**src/key_matrix_scan_debounce_macros.svh**
```systemverilog
// ---------------------------------------------------------------------------
// Key matrix scanner assertion macros
// Shared concurrent check forms used by the scanner top level.
// ---------------------------------------------------------------------------
`ifndef KEY_MATRIX_SCAN_DEBOUNCE_MACROS_SVH
`define KEY_MATRIX_SCAN_DEBOUNCE_MACROS_SVH

// Check that a condition holds in the same cycle as its trigger
`define KMSD_ASSERT_SAME(label, clk, rst, ante, cons) \
  label: assert property (@(posedge clk) disable iff (rst) (ante) |-> (cons)) \
    else $error("kmsd: same-cycle check failed");

// Check that a condition holds in the cycle after its trigger
`define KMSD_ASSERT_NEXT(label, clk, rst, ante, cons) \
  label: assert property (@(posedge clk) disable iff (rst) (ante) |=> (cons)) \
    else $error("kmsd: next-cycle check failed");

`endif

```
**src/kmsd_pkg.sv**
```systemverilog
// ---------------------------------------------------------------------------
// Key matrix scanner package
// Field widths, defaults, register codes and shared types.
// ---------------------------------------------------------------------------
package kmsd_pkg;

  // Field widths
  localparam int ROW_W      = 2;
  localparam int COL_W      = 2;
  localparam int LEVEL_BITS = 4;
  localparam int TIME_W     = 32;
  localparam int DEBOUNCE_W = 8;

  // Defaults for the top-level parameters
  localparam int ROWS_DEFAULT        = 4;
  localparam int COLS_DEFAULT        = 4;
  localparam int QUEUE_DEPTH_DEFAULT = 4;

  // Register file
  localparam int APB_ADDR_W = 3;
  localparam int APB_DATA_W = 32;
  localparam logic [DEBOUNCE_W-1:0] DEBOUNCE_RESET = 8'd10;

  typedef enum logic [0:0] {
    REG_DEBOUNCE = 1'b0,
    REG_NONE     = 1'b1
  } kmsd_reg_t;

  // One row sample that changed at least one key
  typedef struct packed {
    logic [ROW_W-1:0]      row;
    logic [LEVEL_BITS-1:0] event_mask;
    logic [LEVEL_BITS-1:0] press_mask;
  } kmsd_evt_t;

  // Queue occupancy flags
  typedef struct packed {
    logic full;
    logic empty;
  } kmsd_qstat_t;

endpackage

```
**src/kmsd_if.sv**
```systemverilog
// ---------------------------------------------------------------------------
// Key matrix scanner channels
// Valid/ready channels for row samples and key events.
// ---------------------------------------------------------------------------
interface kmsd_in_if;
  import kmsd_pkg::*;

  logic                  valid;
  logic                  ready;
  logic [ROW_W-1:0]      row_index;
  logic [LEVEL_BITS-1:0] column_levels;
  logic [TIME_W-1:0]     now_ms;

  modport source (output valid, output row_index, output column_levels, output now_ms,
                  input ready);
  modport sink   (input valid, input row_index, input column_levels, input now_ms,
                  output ready);
endinterface

interface kmsd_out_if;
  import kmsd_pkg::*;

  logic             valid;
  logic             ready;
  logic [ROW_W-1:0] key_row;
  logic [COL_W-1:0] key_column;
  logic             is_press;
  logic             last_event;

  modport source (output valid, output key_row, output key_column, output is_press,
                  output last_event, input ready);
  modport sink   (input valid, input key_row, input key_column, input is_press,
                  input last_event, output ready);
endinterface

```
**src/kmsd_front.sv**
```systemverilog
// ---------------------------------------------------------------------------
// Key matrix scanner front end
// Accepts row samples, updates key state and classifies press/release words.
// ---------------------------------------------------------------------------
module kmsd_front #(
  parameter int ROWS = kmsd_pkg::ROWS_DEFAULT,
  parameter int COLS = kmsd_pkg::COLS_DEFAULT
) (
  input  logic                           clk,
  input  logic                           rst,
  input  logic [kmsd_pkg::DEBOUNCE_W-1:0] debounce_ms,
  kmsd_in_if.sink                        samples,
  input  kmsd_pkg::kmsd_qstat_t          qstat,
  output logic                           push,
  output kmsd_pkg::kmsd_evt_t            evt
);
  import kmsd_pkg::*;

  // Only rows and columns reachable through the sample fields hold state
  localparam int SCAN_ROWS = (ROWS < (1 << ROW_W)) ? ROWS : (1 << ROW_W);
  localparam int SCAN_COLS = (COLS < LEVEL_BITS) ? COLS : LEVEL_BITS;
  localparam int RIDX_W    = (SCAN_ROWS > 1) ? $clog2(SCAN_ROWS) : 1;

  logic [SCAN_COLS-1:0] key_down   [SCAN_ROWS];
  logic [TIME_W-1:0]    press_time [SCAN_ROWS][SCAN_COLS];

  logic                  accept;
  logic                  row_ok;
  logic                  wr_en;
  logic [RIDX_W-1:0]     ridx;
  logic [SCAN_COLS-1:0]  down_row;
  logic [SCAN_COLS-1:0]  down_next;
  logic [LEVEL_BITS-1:0] event_mask;
  logic [LEVEL_BITS-1:0] press_mask;
  logic [TIME_W-1:0]     elapsed [SCAN_COLS];

  // Take a sample whenever the queue has room
  assign samples.ready = !qstat.full;
  assign accept        = samples.valid && samples.ready;
  assign row_ok        = (32'(samples.row_index) < 32'(ROWS));
  assign ridx          = samples.row_index[RIDX_W-1:0];
  assign down_row      = key_down[ridx];
  assign wr_en         = accept && row_ok;

  // Classify each column of the addressed row in parallel
  always_comb begin
    event_mask = '0;
    press_mask = '0;
    down_next  = down_row;
    for (int j = 0; j < SCAN_COLS; j++) begin
      elapsed[j] = samples.now_ms - press_time[ridx][j];
      if (samples.column_levels[j] && !down_row[j]) begin
        press_mask[j] = 1'b1;
        event_mask[j] = 1'b1;
        down_next[j]  = 1'b1;
      end else if (!samples.column_levels[j] && down_row[j] &&
                   (elapsed[j] > TIME_W'(debounce_ms))) begin
        event_mask[j] = 1'b1;
        down_next[j]  = 1'b0;
      end
    end
  end

  // Hand changed rows to the queue, drop quiet ones
  assign push           = wr_en && (event_mask != '0);
  assign evt.row        = samples.row_index;
  assign evt.event_mask = event_mask;
  assign evt.press_mask = press_mask;

  // Update the pressed flags
  always_ff @(posedge clk) begin
    if (rst) begin
      for (int r = 0; r < SCAN_ROWS; r++) begin
        key_down[r] <= '0;
      end
    end else if (wr_en) begin
      key_down[ridx] <= down_next;
    end
  end

  // Record press times
  always_ff @(posedge clk) begin
    if (wr_en) begin
      for (int j = 0; j < SCAN_COLS; j++) begin
        if (press_mask[j]) begin
          press_time[ridx][j] <= samples.now_ms;
        end
      end
    end
  end

endmodule

```
**src/kmsd_queue.sv**
```systemverilog
// ---------------------------------------------------------------------------
// Key matrix scanner event queue
// Short first-in first-out buffer of changed rows between front and back.
// ---------------------------------------------------------------------------
module kmsd_queue #(
  parameter int DEPTH = kmsd_pkg::QUEUE_DEPTH_DEFAULT
) (
  input  logic                  clk,
  input  logic                  rst,
  input  logic                  push,
  input  kmsd_pkg::kmsd_evt_t   wr_data,
  input  logic                  pop,
  output kmsd_pkg::kmsd_evt_t   head,
  output kmsd_pkg::kmsd_qstat_t qstat
);
  import kmsd_pkg::*;

  localparam int PTR_W = (DEPTH > 1) ? $clog2(DEPTH) : 1;
  localparam int CNT_W = $clog2(DEPTH + 1);

  kmsd_evt_t        slots [DEPTH];
  logic [PTR_W-1:0] wr_ptr;
  logic [PTR_W-1:0] wr_ptr_next;
  logic [PTR_W-1:0] rd_ptr;
  logic [PTR_W-1:0] rd_ptr_next;
  logic [CNT_W-1:0] count;
  logic             do_push;
  logic             do_pop;

  assign qstat.full  = (count == CNT_W'(DEPTH));
  assign qstat.empty = (count == '0);
  assign do_push     = push && !qstat.full;
  assign do_pop      = pop && !qstat.empty;
  assign head        = slots[rd_ptr];

  // Advance pointers with wrap at the queue depth
  assign wr_ptr_next = (wr_ptr == PTR_W'(DEPTH - 1)) ? '0 : wr_ptr + 1'b1;
  assign rd_ptr_next = (rd_ptr == PTR_W'(DEPTH - 1)) ? '0 : rd_ptr + 1'b1;

  // Hold pointers and fill level
  always_ff @(posedge clk) begin
    if (rst) begin
      wr_ptr <= '0;
      rd_ptr <= '0;
      count  <= '0;
    end else begin
      if (do_push) begin
        wr_ptr <= wr_ptr_next;
      end
      if (do_pop) begin
        rd_ptr <= rd_ptr_next;
      end
      if (do_push && !do_pop) begin
        count <= count + 1'b1;
      end else if (do_pop && !do_push) begin
        count <= count - 1'b1;
      end
    end
  end

  // Store entries
  always_ff @(posedge clk) begin
    if (do_push) begin
      slots[wr_ptr] <= wr_data;
    end
  end

endmodule

```
**src/kmsd_back.sv**
```systemverilog
// ---------------------------------------------------------------------------
// Key matrix scanner back end
// Splits each changed row into key event words, lowest column first.
// ---------------------------------------------------------------------------
module kmsd_back (
  input  logic                  clk,
  input  logic                  rst,
  input  kmsd_pkg::kmsd_evt_t   head,
  input  kmsd_pkg::kmsd_qstat_t qstat,
  output logic                  pop,
  kmsd_out_if.source            events
);
  import kmsd_pkg::*;

  logic [LEVEL_BITS-1:0] sent;
  logic [LEVEL_BITS-1:0] sent_next;
  logic [LEVEL_BITS-1:0] pending;
  logic [LEVEL_BITS-1:0] lowest;
  logic [COL_W-1:0]      col;
  logic                  is_last;
  logic                  load;

  logic                  valid;
  logic [ROW_W-1:0]      key_row;
  logic [COL_W-1:0]      key_column;
  logic                  is_press;
  logic                  last_event;

  // Pick the lowest column still to be sent
  assign pending = head.event_mask & ~sent;
  assign lowest  = pending & (~pending + 1'b1);
  assign is_last = ((pending & ~lowest) == '0);

  always_comb begin
    col = '0;
    for (int j = LEVEL_BITS - 1; j >= 0; j--) begin
      if (pending[j]) begin
        col = COL_W'(j);
      end
    end
  end

  // Load the output register when it is free or being drained
  assign load = !qstat.empty && (!valid || events.ready);
  assign pop  = load && is_last;

  always_comb begin
    sent_next = sent;
    if (pop) begin
      sent_next = '0;
    end else if (load) begin
      sent_next = sent | lowest;
    end
  end

  // Track columns already sent for the head entry
  always_ff @(posedge clk) begin
    if (rst) begin
      sent  <= '0;
      valid <= 1'b0;
    end else begin
      sent <= sent_next;
      if (load) begin
        valid <= 1'b1;
      end else if (events.ready) begin
        valid <= 1'b0;
      end
    end
  end

  // Hold the event word until taken
  always_ff @(posedge clk) begin
    if (load) begin
      key_row    <= head.row;
      key_column <= col;
      is_press   <= |(head.press_mask & lowest);
      last_event <= is_last;
    end
  end

  assign events.valid      = valid;
  assign events.key_row    = key_row;
  assign events.key_column = key_column;
  assign events.is_press   = is_press;
  assign events.last_event = last_event;

endmodule

```
**src/key_matrix_scan_debounce.sv**
```systemverilog
// ---------------------------------------------------------------------------
// Key matrix scanner with release debounce
// Turns sampled matrix rows into ordered key press and release events.
// ---------------------------------------------------------------------------
// Usage:
//   samples : one word per driven row (row_index, column_levels, now_ms).
//   events  : one word per key that changed, ascending column order, with
//             last_event set on the final word of a sample. Quiet samples
//             and rows beyond ROWS produce no words.
//   APB     : register 0 at byte address 0 holds debounce_ms (reset 10).
//             Write only while no sample is in flight.
// Timing:
//   A sample is taken whenever the event queue has room, so samples may
//   arrive every cycle. Its first event word passes through the queue and
//   is then loaded into the output register; its events then leave one per
//   cycle while events.ready is high, one word per changed key (1 to 4).
//   Sustained throughput is set by the single-word output register.
// Reset:
//   Every key goes idle, the queue empties and debounce_ms returns to 10.
// Stall:
//   While events.ready is low the output word holds; samples are still taken
//   until the QUEUE_DEPTH-entry queue fills, then samples.ready drops.
// ---------------------------------------------------------------------------
`include "key_matrix_scan_debounce_macros.svh"

module key_matrix_scan_debounce #(
  parameter int ROWS        = kmsd_pkg::ROWS_DEFAULT,
  parameter int COLS        = kmsd_pkg::COLS_DEFAULT,
  parameter int QUEUE_DEPTH = kmsd_pkg::QUEUE_DEPTH_DEFAULT
) (
  input  logic                            clk,
  input  logic                            rst,
  kmsd_in_if.sink                         samples,
  kmsd_out_if.source                      events,
  input  logic                            psel,
  input  logic                            penable,
  input  logic                            pwrite,
  input  logic [kmsd_pkg::APB_ADDR_W-1:0] paddr,
  input  logic [kmsd_pkg::APB_DATA_W-1:0] pwdata,
  output logic [kmsd_pkg::APB_DATA_W-1:0] prdata,
  output logic                            pready
);
  import kmsd_pkg::*;

  logic [DEBOUNCE_W-1:0] debounce_ms;
  kmsd_reg_t             reg_sel;
  logic                  cfg_write;
  logic                  push;
  logic                  pop;
  kmsd_evt_t             evt;
  kmsd_evt_t             head;
  kmsd_qstat_t           qstat;

  // Decode the register port
  assign pready    = 1'b1;
  assign reg_sel   = (paddr == '0) ? REG_DEBOUNCE : REG_NONE;
  assign cfg_write = psel && penable && pwrite && pready && (reg_sel == REG_DEBOUNCE);

  always_comb begin
    case (reg_sel)
      REG_DEBOUNCE: prdata = APB_DATA_W'(debounce_ms);
      default:      prdata = '0;
    endcase
  end

  // Hold the debounce setting
  always_ff @(posedge clk) begin
    if (rst) begin
      debounce_ms <= DEBOUNCE_RESET;
    end else if (cfg_write) begin
      debounce_ms <= pwdata[DEBOUNCE_W-1:0];
    end
  end

  kmsd_front #(
    .ROWS (ROWS),
    .COLS (COLS)
  ) u_front (
    .clk         (clk),
    .rst         (rst),
    .debounce_ms (debounce_ms),
    .samples     (samples),
    .qstat       (qstat),
    .push        (push),
    .evt         (evt)
  );

  kmsd_queue #(
    .DEPTH (QUEUE_DEPTH)
  ) u_queue (
    .clk     (clk),
    .rst     (rst),
    .push    (push),
    .wr_data (evt),
    .pop     (pop),
    .head    (head),
    .qstat   (qstat)
  );

  kmsd_back u_back (
    .clk    (clk),
    .rst    (rst),
    .head   (head),
    .qstat  (qstat),
    .pop    (pop),
    .events (events)
  );

  // Checks
  `KMSD_ASSERT_NEXT(a_cfg_write, clk, rst, cfg_write, debounce_ms == $past(pwdata[DEBOUNCE_W-1:0]))
  `KMSD_ASSERT_SAME(a_push_on_accept, clk, rst, push, samples.valid && samples.ready)
  `KMSD_ASSERT_SAME(a_queue_flags, clk, rst, qstat.full, !qstat.empty)
  `KMSD_ASSERT_SAME(a_more_pending, clk, rst, events.valid && !events.last_event, !qstat.empty)

endmodule

```
**src/flat_wrapper.sv**
```systemverilog
// flat-port wrapper written by rule: the top's interface ports become plain ports
module key_matrix_scan_debounce_flat import kmsd_pkg::*;
#(
  parameter int ROWS        = kmsd_pkg::ROWS_DEFAULT,
  parameter int COLS        = kmsd_pkg::COLS_DEFAULT,
  parameter int QUEUE_DEPTH = kmsd_pkg::QUEUE_DEPTH_DEFAULT
)
  (clk, rst, psel, penable, pwrite, paddr, pwdata, prdata, pready, samples_valid, samples_row_index, samples_column_levels, samples_now_ms, samples_ready, events_valid, events_key_row, events_key_column, events_is_press, events_last_event, events_ready);
  kmsd_in_if samples_i ();
  kmsd_out_if events_i ();
  input  logic clk;
  input  logic rst;
  input  logic psel;
  input  logic penable;
  input  logic pwrite;
  input  logic [kmsd_pkg::APB_ADDR_W-1:0] paddr;
  input  logic [kmsd_pkg::APB_DATA_W-1:0] pwdata;
  output logic [kmsd_pkg::APB_DATA_W-1:0] prdata;
  output logic pready;
  input wire logic [$bits(samples_i.valid)-1:0] samples_valid;
  input wire logic [$bits(samples_i.row_index)-1:0] samples_row_index;
  input wire logic [$bits(samples_i.column_levels)-1:0] samples_column_levels;
  input wire logic [$bits(samples_i.now_ms)-1:0] samples_now_ms;
  output wire logic [$bits(samples_i.ready)-1:0] samples_ready;
  output wire logic [$bits(events_i.valid)-1:0] events_valid;
  output wire logic [$bits(events_i.key_row)-1:0] events_key_row;
  output wire logic [$bits(events_i.key_column)-1:0] events_key_column;
  output wire logic [$bits(events_i.is_press)-1:0] events_is_press;
  output wire logic [$bits(events_i.last_event)-1:0] events_last_event;
  input wire logic [$bits(events_i.ready)-1:0] events_ready;
  assign samples_i.valid = samples_valid;
  assign samples_i.row_index = samples_row_index;
  assign samples_i.column_levels = samples_column_levels;
  assign samples_i.now_ms = samples_now_ms;
  assign samples_ready = samples_i.ready;
  assign events_valid = events_i.valid;
  assign events_key_row = events_i.key_row;
  assign events_key_column = events_i.key_column;
  assign events_is_press = events_i.is_press;
  assign events_last_event = events_i.last_event;
  assign events_i.ready = events_ready;
  key_matrix_scan_debounce #(.ROWS(ROWS), .COLS(COLS), .QUEUE_DEPTH(QUEUE_DEPTH)) u_core (.clk(clk), .rst(rst), .samples(samples_i), .events(events_i), .psel(psel), .penable(penable), .pwrite(pwrite), .paddr(paddr), .pwdata(pwdata), .prdata(prdata), .pready(pready));
endmodule
```
**config.mk**
```make
export PLATFORM = sky130hd
export DESIGN_NAME = key_matrix_scan_debounce_flat
export DESIGN_NICKNAME = d
export VERILOG_FILES = /design/src/kmsd_pkg.sv /design/src/kmsd_if.sv /design/src/kmsd_front.sv /design/src/kmsd_queue.sv /design/src/kmsd_back.sv /design/src/key_matrix_scan_debounce.sv /design/src/flat_wrapper.sv
export VERILOG_INCLUDE_DIRS = /design/src /design/src/src
export SDC_FILE = /design/constraint.sdc
export NUM_CORES = 1
export LEC_CHECK = 0
export ABC_AREA = 0
export BUFFER_PORTS_ARGS = -buffer_cell sky130_fd_sc_hd__buf_2
export CORE_ASPECT_RATIO = 2
export CORE_UTILIZATION = 55
export CTS_CLUSTER_DIAMETER = 200
export DETAILED_ROUTE_END_ITERATION = 10
export GPL_TIMING_DRIVEN = 0
export PLACE_DENSITY = 0.77
export REMOVE_ABC_BUFFERS = 1
export SLEW_MARGIN = 25
export SYNTH_ARGS = -nofsm -noshare
export SYNTH_HDL_FRONTEND = slang
export SYNTH_SLANG_ARGS = --single-unit
```
**constraint.sdc**
```tcl
create_clock -name clk -period 9.1 [get_ports clk]
set_clock_uncertainty 0.05 [all_clocks]
set_input_delay 0.455 -clock clk [delete_from_list [all_inputs] [get_ports clk]]
set_output_delay 0.455 -clock clk [all_outputs]
set_load 0.02 [all_outputs]
```
==> flow_metrics.py <==
metrics = {
    "sta": {
        "fin_ws_ns": 2.051,
        "timing_worst_slew_pin_value_ns": 0.8422,
        "timing.final.max_slew_violations": 0,
        "setup_violations": 0,
        "final.min_clock_period_ns": 7.049,
        "maxClockFrequency_mhz": 141.9,
        "timing_hold_violations_final": 0,
        "layout_worst_path_cycle_share_pct": 77.47,
        "grt_setup_unrepaired": "false",
        "max-slew-margin-rel_pct": 43.34,
    },
    "clocking": {
        "clock_sink_count": 596,
        "cts_resized": 0,
        "cts_htree_levels": 2,
        "hold_buffers": 1,
        "cts_tree": "yes",
        "post_cts.repair.setup_buffers": 0,
        "cts_inserted_buffers": 51,
        "clockBufferDepth": 3,
        "path_clk_slew_ns": 0.06,
        "cts-root-buf": "sky130_fd_sc_hd__clkbuf_16",
        "insertion_delay_ns": 0.60,
    },
    "place": {
        "pre_cts_slack_ns": 1.297,
        "portBuffers": 71,
        "detailed_place.area_sq_mm": 0.03323,
        "detailed_place_hpwl_mm": 59.67,
        "globalplace.congestion": 0.9734,
    },
    "yosys": {
        "synth_top_flop_cell": "sky130_fd_sc_hd__edfxtp_1",
        "avgSynthCellArea_sq_um": 12.89,
        "synth-seq-cells": 596,
        "post_synth_inst_count": 2464,
        "synth-edff-count": 574,
        "synthArstFlopShare_pct": 0,
        "synth_cell_type_count": 93,
        "synth-seq-area-share_pct": 55.66,
        "synth_area_leaders": "sky130_fd_sc_hd__edfxtp_1 54%, sky130_fd_sc_hd__mux4_2 10%, sky130_fd_sc_hd__ha_1 6.7%, sky130_fd_sc_hd__a21oi_1 3.0%, sky130_fd_sc_hd__inv_1 2.1%",
        "synthesis.yosys.warnings": 0,
        "synth_area_sq_mm": 0.03176,
        "synth_top_area_share_pct": 54.27,
        "netlist.top_cell.by_area": "sky130_fd_sc_hd__edfxtp_1",
    },
    "finish": {
        "finalNetCount": 2774,
        "most_common_cell_after_layout_fill_and_taps_aside": "sky130_fd_sc_hd__edfxtp_1",
        "layout_common_cells": "574 x sky130_fd_sc_hd__edfxtp_1, 191 x sky130_fd_sc_hd__a21oi_1, 180 x sky130_fd_sc_hd__inv_1",
        "fillers": 4360,
        "final_layout_size_suffix_gt1_share_pct": 13.95,
        "final_area_sq_mm": 0.03499,
        "flow.area_growth_from_synthesis_pct": 10.19,
    },
    "power": {
        "power-per-cell-area_mw_per_mm2": 199.2,
        "power.total_mw": 6.970,
        "peak_supply_drop_v": 0.0001736,
        "leakagePower_nw": 12.55,
    },
    "job": {
        "maxCapViolCount": 0,
    },
    "global_route": {
        "largest_net_degree_at_the_start_of_global_routing": 85,
        "first_global_vias": 22140,
        "antenna_found_initial": 3,
        "grt_usage_pct": 29.32,
        "global_route_total_overflow": 0,
        "grt_first_pass_wirelength_mm": 126.7,
    },
    "worst_hold_path": {
        "min-delay-path-class": "in2reg",
        "timing.hold.worst.start": "pwdata[1]",
    },
    "floorplan": {
        "initial_core_util_pct": 55.63,
        "core-area_sq_mm": 0.05709,
        "row_count": 124,
        "die_height_microns": 341.8,
        "die_area_sq_mm": 0.05877,
        "dieWidth_microns": 171.9,
        "design.portCount": 121,
    },
    "worst_setup_path": {
        "worst_r2r_startpoint": "u_core.u_front.press_time[3][96]$_DFFE_PP_",
        "critPathCaptureType": "flip-flop",
        "cp_data_required_time_ns": 9.57,
        "arrival_time_worst_endpoint_ns": 7.52,
        "worstRegToRegCells": 24,
        "worstSetupEndpoint": "u_core.u_queue.count[2]$_SDFFE_PP0P_",
        "critPathLaunch": "samples_row_index[0]",
        "critPathLaunchType": "input port",
        "timing.rr.end": "u_core.u_queue.count[2]$_SDFFE_PP0P_",
        "worst-setup-path-type": "in2reg",
        "r2r_slack_ns": 2.58,
        "crit_path_max_fanout": 60,
    },
    "outcome": {
        "outcome": "complete, no violations",
    },
    "drt": {
        "route.antenna.remaining_nets": 0,
        "avgRoutedWirePerCell_microns": 25.28,
        "routed_wl_mm": 83.84,
        "drt_iter0_drc": 1790,
        "detailedRoute.firstPassIterationCount": 8,
        "vias": 21350,
        "drcViolationCount": 0,
        "avgViaCountPerCell": 6.435,
    },
}
[worst min-delay path by stage]
stage | end | slack (ns) | depth (start not counted)
6_report | u_core.debounce_ms[1]$_SDFFE_PP1P_ | 0.03 | 2
5_1_grt | u_core.debounce_ms[1]$_SDFFE_PP1P_ | 0.01 | 2
4_1_cts | u_core.debounce_ms[1]$_SDFFE_PP1P_ | 0.007 | 2
3_5_place_dp | u_core.u_back.sent[3]$_SDFFE_PP0P_ | 0.41 | 2
3_3_place_gp | u_core.u_back.sent[2]$_SDFFE_PP0P_ | 0.40 | 2
2_1_floorplan | u_core.u_back.sent[2]$_SDFFE_PP0P_ | 0.39 | 2
[metal layers]
metal / vias up / part of all wire, % / GRT usage [%]
li1: 9591 / - / -
met1: 10650 / 34 / 30.32
met2: 809 / 53 / 53.42
met3: 291 / 5.2 / 4.129
met4: 2 / 8.1 / 20.67
met5: - / 0.012 / 0
[sequential cells by signal, indices dropped and copies added (netlist names), named ones only]
| signal | count |
|---|---|
| u_core.debounce_ms | 8 |
| u_core.u_back.events.is_press | 1 |
| u_core.u_back.events.key_column | 2 |
| u_core.u_back.events.key_row | 2 |
| u_core.u_back.events.last_event | 1 |
| u_core.u_back.events.valid | 1 |
| u_core.u_back.sent | 4 |
| u_core.u_front.key_down | 16 |
| u_core.u_front.press_time | 512 |
| u_core.u_queue.count | 3 |
| u_core.u_queue.rd_ptr | 2 |
| u_core.u_queue.slots | 40 |
| u_core.u_queue.wr_ptr | 2 |
[area by class of cell]
type | instances | area (sq um) | area share [%]
inverter | 180 | 675.6 | 1.931
sequential | 596 | 17680 | 50.51
antenna | 2 | 5.005 | 0.01430
multi-input combinational | 1599 | 13090 | 37.42
tap | 756 | 945.9 | 2.703
clock inverter | 33 | 379.1 | 1.083
timing repair buffer | 91 | 855.8 | 2.446
clock buffer | 60 | 1363 | 3.894
[worst max-delay path, stage by stage]
cell                       delay (ns)
sky130_fd_sc_hd__buf_8           0.44
sky130_fd_sc_hd__buf_16          0.37
sky130_fd_sc_hd__mux4_2          0.57
sky130_fd_sc_hd__ha_1            0.24
sky130_fd_sc_hd__nand2b_1        0.18
sky130_fd_sc_hd__a21oi_1         0.31
sky130_fd_sc_hd__nor2_1          0.14
sky130_fd_sc_hd__o21ai_0         0.29
sky130_fd_sc_hd__xor2_1          0.18
sky130_fd_sc_hd__ha_1            0.27
sky130_fd_sc_hd__a21oi_1         0.15
sky130_fd_sc_hd__o21ai_0         0.13
sky130_fd_sc_hd__nor2_1          0.12
sky130_fd_sc_hd__a21oi_1         0.15
sky130_fd_sc_hd__or4_1           0.45
sky130_fd_sc_hd__nor4_1          0.44
sky130_fd_sc_hd__nand4_1         0.23
sky130_fd_sc_hd__nor4_2          0.70
sky130_fd_sc_hd__o21a_1          0.28
sky130_fd_sc_hd__a41oi_4         0.20
sky130_fd_sc_hd__ha_1            0.30
sky130_fd_sc_hd__inv_1           0.09
sky130_fd_sc_hd__fa_1            0.17
sky130_fd_sc_hd__xor2_1          0.08
sky130_fd_sc_hd__or3_1           0.31
sky130_fd_sc_hd__a21oi_1         0.14
[synth_stat cells (all sizes together), types with 41 or more instances]
library cell	count
nand2	175
inv	180
nor3	43
clkbuf	60
mux4	141
a21o	41
o21ai	105
nor2	135
ha	170
edfxtp	574
nand4	54
buf	52
a21oi	193
[power breakdown]
group	internal [mW]	switching (mW)	leakage, nW
registers	3.15	0.0543	5.40
clock network	1.28	1.00	0.845
logic	0.545	0.942	6.31
[per-stage QoR]
| step | hold slack [ns] | util, % | cells | TNS [ns] |
|---|---|---|---|---|
| 2_1_floorplan | 0.3874 | - | 2375 | 0 |
| 3_3_place_gp | 0.4036 | 57.13 | 3202 | -68.29 |
| 3_5_place_dp | 0.4131 | 58.20 | 3221 | 0 |
| 4_1_cts | 0.007163 | 61.27 | 3315 | 0 |
| 5_1_grt | 0.01200 | 61.29 | 3317 | 0 |
| 6_report | 0.03286 | 61.29 | 3317 | 0 |
[kinds of logic after synthesis]
| logic type | after synthesis | synth area share (%) |
|---|---|---|
| other | 2 | 0.02365 |
| and+or+nand+nor | 609 | 9.522 |
| muxes | 160 | 10.62 |
| adders and majority gates | 176 | 7.044 |
| AOI/OAI and AO/OA | 564 | 11.54 |
| DFF | 596 | 55.66 |
| xor gates and xnor gates | 65 | 1.793 |
| buffers and inverters | 292 | 3.798 |
Note: power is estimated with default switching activity, not from simulation.
